$ cat src/rtl/gbp_pkg.sv
`timescale 1ns / 1ps
// ----------------------------------------------------------------------------
// gbp_pkg: shared types and constants for the gshare predictor
// Transaction payload structs, opcodes, register indexes and defaults.
// ----------------------------------------------------------------------------
package gbp_pkg;

	localparam int unsigned TABLE_ENTRIES_DEF    = 1024;
	localparam int unsigned COUNTER_MAG_BITS_DEF = 1;

	localparam int unsigned PC_W   = 10;
	localparam int unsigned HIST_W = 10;
	localparam int unsigned IDX_W  = 10;

	localparam int unsigned CFG_IDX_W  = 1;
	localparam int unsigned CFG_DATA_W = 4;

	localparam logic [CFG_IDX_W-1:0] REG_PC_SHIFT  = 1'd0;
	localparam logic [CFG_IDX_W-1:0] REG_HIST_LEN  = 1'd1;

	localparam logic [CFG_DATA_W-1:0] PC_SHIFT_RST = 4'd2;
	localparam logic [CFG_DATA_W-1:0] HIST_LEN_RST = 4'd10;

	localparam logic OP_PREDICT = 1'b0;
	localparam logic OP_UPDATE  = 1'b1;

	typedef struct packed {
		logic              opcode;
		logic              is_conditional;
		logic [PC_W-1:0]   pc_low;
		logic [HIST_W-1:0] global_history;
		logic              branch_taken;
	} gbp_req_t;

	typedef struct packed {
		logic              predicted_taken;
		logic [IDX_W-1:0]  table_index;
		logic [HIST_W-1:0] history_used;
	} gbp_rsp_t;

endpackage

$ cat src/rtl/gshare_branch_predictor_unit.sv
// Path: an accepted transaction is registered in stage 1 together with its
// counter read, then its result moves to the output register; both hold on rsp_stall.
// Throughput: one transaction per cycle while the output is not stalled; the
// counter memory read-modify-write loop closes through a forwarding register.
// Reset: after arst_n releases, a clearing pass writes zero to every counter,
// one entry per cycle for TABLE_ENTRIES cycles, with req_stall held high.
`timescale 1ns / 1ps
// ----------------------------------------------------------------------------
// gshare_branch_predictor_unit: gshare branch direction predictor
// PC bits hashed with global history index a table of signed saturating
// counters held in a synchronous memory; predicts read it, updates step it.
// ----------------------------------------------------------------------------
module gshare_branch_predictor_unit #(
	parameter int unsigned TABLE_ENTRIES    = gbp_pkg::TABLE_ENTRIES_DEF,
	parameter int unsigned COUNTER_MAG_BITS = gbp_pkg::COUNTER_MAG_BITS_DEF
) (
	input  logic                           clk,
	input  logic                           arst_n,
	input  logic                           req_valid,
	output logic                           req_stall,
	input  gbp_pkg::gbp_req_t              req,
	output logic                           rsp_valid,
	input  logic                           rsp_stall,
	output gbp_pkg::gbp_rsp_t              rsp,
	input  logic                           cfg_we,
	input  logic [gbp_pkg::CFG_IDX_W-1:0]  cfg_index,
	input  logic [gbp_pkg::CFG_DATA_W-1:0] cfg_wdata
);
	import gbp_pkg::*;

	localparam int unsigned AW = (TABLE_ENTRIES > 1) ? $clog2(TABLE_ENTRIES) : 1;
	localparam int unsigned IW = (AW > IDX_W) ? AW : IDX_W;
	localparam int unsigned CW = COUNTER_MAG_BITS + 1;
	localparam logic [IDX_W-1:0] MASK10 =
		(AW >= IDX_W) ? {IDX_W{1'b1}} : IDX_W'((1 << AW) - 1);
	localparam logic [IW:0]   ENT      = (IW + 1)'(TABLE_ENTRIES);
	localparam logic [AW-1:0] LAST     = AW'(TABLE_ENTRIES - 1);
	localparam logic [CW-1:0] CNT_MAX  = {1'b0, {COUNTER_MAG_BITS{1'b1}}};
	localparam logic [CW-1:0] CNT_MIN  = {1'b1, {COUNTER_MAG_BITS{1'b0}}};

	logic [CW-1:0] mem [TABLE_ENTRIES];

	logic [CFG_DATA_W-1:0] pc_shift_q;
	logic [CFG_DATA_W-1:0] hist_len_q;

	logic          clearing_q;
	logic [AW-1:0] clr_q;

	logic              s1_valid_s1;
	gbp_req_t          req_s1;
	logic [IDX_W-1:0]  idx_s1;
	logic [HIST_W-1:0] hist_s1;
	logic [AW-1:0]     slot_s1;
	logic [CW-1:0]     rd_s1;
	logic              fwd_hit_s1;
	logic [CW-1:0]     fwd_data_s1;

	logic              accept;
	logic              out_ready;
	logic              s1_adv;
	logic              upd_wr;
	logic [HIST_W-1:0] hist_c;
	logic [IDX_W-1:0]  idx_c;
	logic [IW-1:0]     idx_ext;
	logic [IW-1:0]     slot_full;
	logic [AW-1:0]     slot_c;
	logic [CW-1:0]     cur_cnt;
	logic [CW-1:0]     new_cnt;
	logic              mem_we;
	logic [AW-1:0]     mem_wa;
	logic [CW-1:0]     mem_wd;
	gbp_rsp_t          rsp_c;

	// config registers
	always_ff @(posedge clk or negedge arst_n) begin
		if (!arst_n) begin
			pc_shift_q <= PC_SHIFT_RST;
			hist_len_q <= HIST_LEN_RST;
		end else if (cfg_we) begin
			unique case (cfg_index)
				REG_PC_SHIFT: pc_shift_q <= cfg_wdata;
				REG_HIST_LEN: hist_len_q <= cfg_wdata;
			endcase
		end
	end

	// index hash; shifts past the field width give zero, which covers large settings
	always_comb begin
		if (req.opcode == OP_PREDICT) begin
			hist_c = req.global_history & ~({HIST_W{1'b1}} << hist_len_q);
		end else begin
			hist_c = req.global_history;
		end
		idx_c     = (((req.pc_low & MASK10) >> pc_shift_q) ^ hist_c) & MASK10;
		idx_ext   = IW'(idx_c);
		slot_full = ({1'b0, idx_ext} >= ENT) ? (idx_ext - ENT[IW-1:0]) : idx_ext;
		slot_c    = slot_full[AW-1:0];
	end

	assign out_ready = !rsp_valid || !rsp_stall;
	assign s1_adv    = s1_valid_s1 && out_ready;
	assign req_stall = clearing_q || (s1_valid_s1 && !out_ready);
	assign accept    = req_valid && !req_stall;
	assign upd_wr    = s1_adv && req_s1.is_conditional && (req_s1.opcode == OP_UPDATE);

	// saturating step of the counter seen by the item in stage 1
	always_comb begin
		cur_cnt = fwd_hit_s1 ? fwd_data_s1 : rd_s1;
		new_cnt = cur_cnt;
		if (req_s1.branch_taken) begin
			if (cur_cnt != CNT_MAX) new_cnt = cur_cnt + CW'(1);
		end else begin
			if (cur_cnt != CNT_MIN) new_cnt = cur_cnt - CW'(1);
		end
	end

	always_comb begin
		if (clearing_q) begin
			mem_we = 1'b1;
			mem_wa = clr_q;
			mem_wd = '0;
		end else begin
			mem_we = upd_wr;
			mem_wa = slot_s1;
			mem_wd = new_cnt;
		end
	end

	// counter memory: one write port, one registered read port
	always_ff @(posedge clk) begin
		if (mem_we) mem[mem_wa] <= mem_wd;
		if (accept) rd_s1 <= mem[slot_c];
	end

	always_ff @(posedge clk or negedge arst_n) begin
		if (!arst_n) begin
			clearing_q <= 1'b1;
			clr_q      <= '0;
		end else if (clearing_q) begin
			clr_q <= clr_q + AW'(1);
			if (clr_q == LAST) clearing_q <= 1'b0;
		end
	end

	always_ff @(posedge clk or negedge arst_n) begin
		if (!arst_n) begin
			s1_valid_s1 <= 1'b0;
		end else if (accept) begin
			s1_valid_s1 <= 1'b1;
		end else if (s1_adv) begin
			s1_valid_s1 <= 1'b0;
		end
	end

	// stage 1 payload; forward a write landing on the entry just read
	always_ff @(posedge clk) begin
		if (accept) begin
			req_s1      <= req;
			idx_s1      <= idx_c;
			hist_s1     <= hist_c;
			slot_s1     <= slot_c;
			fwd_hit_s1  <= upd_wr && (slot_s1 == slot_c);
			fwd_data_s1 <= new_cnt;
		end
	end

	always_comb begin
		if (!req_s1.is_conditional) begin
			rsp_c.predicted_taken = req_s1.branch_taken;
			rsp_c.table_index     = '0;
			rsp_c.history_used    = '0;
		end else begin
			if (req_s1.opcode == OP_PREDICT) begin
				rsp_c.predicted_taken = !cur_cnt[CW-1];
			end else begin
				rsp_c.predicted_taken = req_s1.branch_taken;
			end
			rsp_c.table_index  = idx_s1;
			rsp_c.history_used = hist_s1;
		end
	end

	// output register
	always_ff @(posedge clk or negedge arst_n) begin
		if (!arst_n) begin
			rsp_valid <= 1'b0;
		end else if (out_ready) begin
			rsp_valid <= s1_valid_s1;
		end
	end

	always_ff @(posedge clk) begin
		if (s1_adv) rsp <= rsp_c;
	end

	a_no_item_in_clear: assert property (@(posedge clk) disable iff (!arst_n)
		clearing_q |-> !s1_valid_s1)
		else $error("item in flight during clearing pass");

	a_fwd_same_slot: assert property (@(posedge clk) disable iff (!arst_n)
		(accept && upd_wr && (slot_s1 == slot_c)) |=> fwd_hit_s1)
		else $error("back-to-back access to updated entry not forwarded");

	a_rsp_from_s1: assert property (@(posedge clk) disable iff (!arst_n)
		$rose(rsp_valid) |-> $past(s1_valid_s1))
		else $error("result appeared without an item in stage 1");

	a_stall_holds_s1: assert property (@(posedge clk) disable iff (!arst_n)
		(s1_valid_s1 && !out_ready) |=> s1_valid_s1)
		else $error("stage 1 item dropped while output stalled");

endmodule

$ cat config.mk
export PLATFORM = sky130hd
export DESIGN_NAME = gshare_branch_predictor_unit
export DESIGN_NICKNAME = d
export VERILOG_FILES = /design/src/rtl/gbp_pkg.sv /design/src/rtl/gshare_branch_predictor_unit.sv
export SDC_FILE = /design/constraint.sdc
export NUM_CORES = 2
export LEC_CHECK = 0
export BUFFER_PORTS_ARGS = -buffer_cell sky130_fd_sc_hd__buf_2
export CORE_ASPECT_RATIO = 0.7
export CORE_MARGIN = 2
export CORE_UTILIZATION = 45
export DETAILED_ROUTE_END_ITERATION = 7
export PLACE_DENSITY = 0.57
export SLEW_MARGIN = 20
export SYNTH_ARGS = -nofsm -noshare
export SYNTH_HDL_FRONTEND = slang
export SYNTH_SLANG_ARGS = --single-unit
$ cat constraint.sdc
create_clock -name clk -period 66.6 [get_ports clk]
set_input_delay 6.66 -clock clk [delete_from_list [all_inputs] [get_ports clk]]
set_output_delay 6.66 -clock clk [all_outputs]
set_load 0.1 [all_outputs]
# Word level (Yosys, flattened, before mapping)
# Memories as Yosys holds them, arrays and structs flattened. A register that Yosys moved wholly into a read port is not among the register bits.
# Index checks and enable logic that the tools add are counted.
[word_totals]
ff_bits = 68
latchBits = 0
mem_bits_rw = 2048
mem_bits_ro = 0
input_bits = 33
output_inout_bits = 23
word_cells = 62
memories = 1
[classes]
add_sub_neg = 3
multipliers = 0
n_div = 0
n_lt_le_gt_ge = 0
eq_ne = 4
shifts = 2
n_mux = 16
n_bitwise = 4
reduce_logical = 16
[memory_table]
columns = ["name", "words", "word_bits", "rd", "rd_ports_with_merged_regs", "write_ports", "line", "text"]
rows = [
  ["mem", 1024, 2, 1, 1, 1, "gshare_branch_predictor_unit.sv:41", "logic [CW-1:0] mem [TABLE_ENTRIES];"],
]
[op_table]
columns = ["cell", "count"]
rows = [
  ["21-bit 2-to-1 mux", 1],
  ["10-bit 2-to-1 mux", 2],
  ["10-bit by 1-bit adder with 10-bit output, second input constant", 1],
  ["10-bit bitwise AND", 1],
  ["10-bit == test", 1],
  ["10-bit == test, second input constant", 1],
  ["2-bit 2-to-1 mux", 5],
  ["10-bit NOT", 1],
  ["10-bit by 4-bit left shift with 10-bit output, first input constant", 1],
  ["10-bit by 4-bit right shift with 10-bit output", 1],
  ["10-bit XOR", 1],
  ["1-bit 2-to-1 mux", 8],
  ["1-bit logical AND", 6],
  ["1-bit logical NOT", 5],
  ["2-bit AND reduction", 2],
  ["2-bit by 1-bit adder with 2-bit output, second input constant", 1],
  ["1-bit logical OR", 2],
  ["2-bit by 1-bit inequality test with 1-bit output, second input constant", 1],
  ["2-bit inequality test, second input constant", 1],
  ["2-bit nonzero test", 1],
  ["2-bit by 1-bit subtractor with 2-bit output, second input constant", 1],
  ["1-bit NOT", 1],
]

# Logic depth before layout (Yosys ltp)
[depth]
word_depth = 8
depth_mapped = 19
depth_no_buf = 13

# Worst setup path before layout
# No wires, ideal clock.
[synth_path]
kind = "reg2reg"
from = "reg clearing_q"
to = "mem mem[0][0] in the netlist's numbering, data pin"
setup_time_ns = 5.184
arrival_ns = 25.925
required_ns = 61.416
path_slack_ns = 35.491
stages_incl_launch_ff = 6
path_buffers = 4
period_less_slack_ns = 31.109
path_cell_list = "dfstp_2 clkbuf_1 buf_1 clkbuf_1 buf_1 nor2b_1"
[synth_via]
elab_chain_len = 1
[synth_rtl]
columns = ["item", "line", "text"]
rows = [
  ["from (decl)", "gshare_branch_predictor_unit.sv:46", "logic clearing_q;"],
  ["from (signal assigned)", "gshare_branch_predictor_unit.sv:137", "clearing_q <= 1'b1;"],
  ["from (signal assigned)", "gshare_branch_predictor_unit.sv:141", "if (clr_q == LAST) clearing_q <= 1'b0;"],
  ["2-bit 2-to-1 mux", "gshare_branch_predictor_unit.sv:118", "if (clearing_q) begin"],
  ["net mem_wd[0]", "gshare_branch_predictor_unit.sv:71", "logic [CW-1:0] mem_wd;"],
  ["to (decl)", "gshare_branch_predictor_unit.sv:41", ""],
]
# The timed path passes the listed nets, and every way through them passes these cells.

# Worst setup path after layout
[layout_path]
from = "in rsp_stall"
to = "out req_stall"
[layout_via]
elab_chain_len = 5
[layout_rtl]
columns = ["item", "line", "text"]
rows = [
  ["from (decl)", "gshare_branch_predictor_unit.sv:23", "input logic rsp_stall,"],
  ["1-bit logical NOT", "gshare_branch_predictor_unit.sv:100", "assign out_ready = !rsp_valid || !rsp_stall;"],
  ["1-bit logical OR", "gshare_branch_predictor_unit.sv:100", ""],
  ["1-bit logical NOT", "gshare_branch_predictor_unit.sv:102", "assign req_stall = clearing_q || (s1_valid_s1 && !out_ready);"],
  ["1-bit logical AND", "gshare_branch_predictor_unit.sv:102", ""],
  ["1-bit logical OR", "gshare_branch_predictor_unit.sv:102", ""],
  ["to (decl)", "gshare_branch_predictor_unit.sv:20", "output logic req_stall,"],
]
# No other way between the ends.

==> flow_summary.ini <==
[run_status]
outcome = complete, no violations

[sta]
finalSetupViolations = 0
fin_setup_tns_ps = 0
slew_violations = 0
fmax_mhz = 71.41
finalClockSkew_ps = 49.71
hold_viol = 0
setup_ws_ps = 52600
worstMarginPinSlew_ps = 1346
finalCritPeriodShare = 0.2103
fin_crit_ps = 14000
slew_headroom = 0.1028
rsz0062_at_grt = false
hold_ws_ps = 521.1

[worst_setup_path]
critPathKind = in2out
slowest_delay_ps = 420
crit_start = rsp_stall
cp.arrival_ps = 7340
start_kind = input pin
cp_common_cell = buf_2
critPathRequiredTime_ps = 59940
crit_chain = buf_2 -> a31oi_1 -> inv_1 -> buf_2
worst_r2r_startpoint = pc_shift_q[0]
path_max_fanout = 3
endpoint_kind = output port
slowest_stage = buf_2

[floorplanning]
die_x_um = 533.4
die_area_um2 = 199800
fp.coreArea_um2 = 194200
die_h_um = 374.6
start_util = 0.4545
fp-row-count = 135
ioPinCount = 56

[yosys]
synthesis.nets = 5729
synth_cell_type_count = 86
async_flop_share = 0.009915
syn_area_per_cell_um2 = 15.50
synth_area_um2 = 88280
ys_seq_area_frac = 0.7193
synth_seq_cells = 2118
synth_warnings = 0
synth_edf_count = 2097
synth_cells = 5695
ys.flop_type = edfxtp_1

[pwr]
vdd_drop_max_v = 0.00002679
cellPowerDensity_nw_per_um2 = 35.54
leakagePower_nw = 29.92
design_power_total_mw = 3.476

[clock_network]
clk_pin_slew_ps = 70
cts_tree = yes
htreeDepth = 4
clock-root-buffer = clkbuf_16
post-cts-setup-buffers = 0
cts_buffers = 202
ctsResizeCount = 0
cts_max_path_buffers = 4
clk_latency_ps = 850
holdBufCountCts = 0
cts_sinks = 2118

[drt]
routed_wl_mm = 285.6
via_per_inst = 6.395
drt.antenna.violating_nets = 0
drc = 0
num_vias = 54060
first_iter_violations = 9310
wl_per_cell_um = 33.78
first_pass_iters = 6

[global_route]
grt_max_degree = 238
grt_pass1_vias = 51350
grt.overflow.total = 0
grt_pass1_wl_mm = 400.2
grtUsageTotal = 0.2824
antenna_found_initial = 20

[placement]
postPlaceCellArea_um2 = 91600
dp.cells = 8090
hpwl_mm = 159.8
io_buffers = 55
dp_slack_ps = 52600
gp_congestion = 0.8465

[final_layout]
n_fill_cell = 16250
fin_util = 0.5035
layout.area.seq_um2 = 63500
final_area_um2 = 97810
final_common_cell = edfxtp_1
drive_above_1_share = 0.1688
fin_cells = 8454
multiInputGateArea_um2 = 22900
area_growth_syn_to_layout_pct = 10.79
num-nets-final = 5725
mostFrequentLayoutCells = 2097 x edfxtp_1, 1105 x nor2_1, 387 x nand2_1

[flow_run]
cap_violations = 0

[worst_hold_path]
hold_class = reg2reg
min_from = s1_valid_s1
Yosys cell counts, types with 8 or more instances:
master | count | share of area
and2_1 | 35 | 0.0025
a221oi_1 | 25 | 0.0025
o22ai_1 | 39 | 0.0028
a211oi_1 | 16 | 0.0014
or4_1 | 9 | 0.00077
nand3_1 | 91 | 0.0052
inv_1 | 26 | 0.0011
buf_4 | 43 | 0.0037
o21ai_0 | 105 | 0.0060
a31oi_1 | 25 | 0.0018
nor2b_1 | 14 | 0.00099
clkbuf_1 | 227 | 0.0097
mux2_2 | 42 | 0.0054
nor4_1 | 19 | 0.0013
a311oi_1 | 10 | 0.00099
o211ai_1 | 14 | 0.0012
o2111ai_1 | 9 | 0.00089
buf_1 | 86 | 0.0037
nor3_1 | 49 | 0.0028
mux2i_1 | 188 | 0.021
nand4_1 | 18 | 0.0013
mux2_1 | 16 | 0.0020
o311ai_0 | 16 | 0.0016
edfxtp_1 | 2097 | 0.71
a22oi_1 | 26 | 0.0022
a32oi_1 | 12 | 0.0012
a2111oi_0 | 19 | 0.0019
xnor2_1 | 21 | 0.0021
buf_2 | 63 | 0.0036
a2bb2oi_1 | 8 | 0.00079
nor2_1 | 1116 | 0.047
mux4_2 | 347 | 0.089
buf_6 | 24 | 0.0031
nand2_1 | 418 | 0.018
a21oi_1 | 187 | 0.011
o221ai_1 | 58 | 0.0058
dfrtp_1 | 17 | 0.0048
nand2b_1 | 8 | 0.00057
worst max-delay path: cells and delay by family:
family / cells / cell delay, ps
buffers and inverters: 3 / 600
AO/OA/AOI/OAI: 1 / 90
cells by family after synthesis:
logic type,share of synthesized area
AND/OR/NAND/NOR,0.08302
adder cells (fa/ha/maj),0.0001417
AO/OA/AOI/OAI,0.05228
multiplexers,0.1177
flip-flops,0.7193
buffers and inverters,0.02499
XOR/XNOR,0.002579
metal layers:
metal / up-vias / GRT usage / part of all wire
met5: - / 0 / 0.00039
met4: 16 / 0.06993 / 0.025
met3: 406 / 0.08798 / 0.14
met2: 3506 / 0.3917 / 0.42
met1: 28210 / 0.4305 / 0.42
li1: 21930 / - / -
power by group:
part / switching, mW / leakage, nW / internal, mW
combinational: 0.554 / 7.83 / 0.215
sequential: 0.00814 / 19.1 / 1.58
clock: 0.501 / 3.03 / 0.619
total: 1.06 / 29.9 / 2.41
state kept, by name (all words and copies together) (netlist names):
name and flops:
mem 2048, hist_len_q 4, rsp 21, fwd_hit_s1 1, s1_valid_s1 1, pc_shift_q 4, fwd_data_s1 2, hist_s1 10
slot_s1 10, clearing_q 1, req_s1 3, rsp_valid 1, clr_q 10, rd_s1 2
final timing paths:
kind	cells past startpoint	slack [ps]	end
setup / recovery	4	52600	req_stall
hold / removal	1	520	rsp_valid
hold reg to reg	1	520	rsp_valid
min in group asynchronous	1	5820	rsp_valid
max in group asynchronous	1	60400	clr_q[7]
setup reg to reg	15	58610	rd_s1[0]
area by class of cell:
class                           count  area share
Tap cell                         2603     0.03330
Clock buffer                      244     0.05437
Clock inverter                    110    0.008891
Timing Repair Buffer              235     0.01828
Sequential cell                  2118      0.6492
Multi-Input combinational cell   3102      0.2341
Antenna cell                       10   0.0002558
Inverter                           32    0.001522
Note: power is estimated with default switching activity, not from simulation.
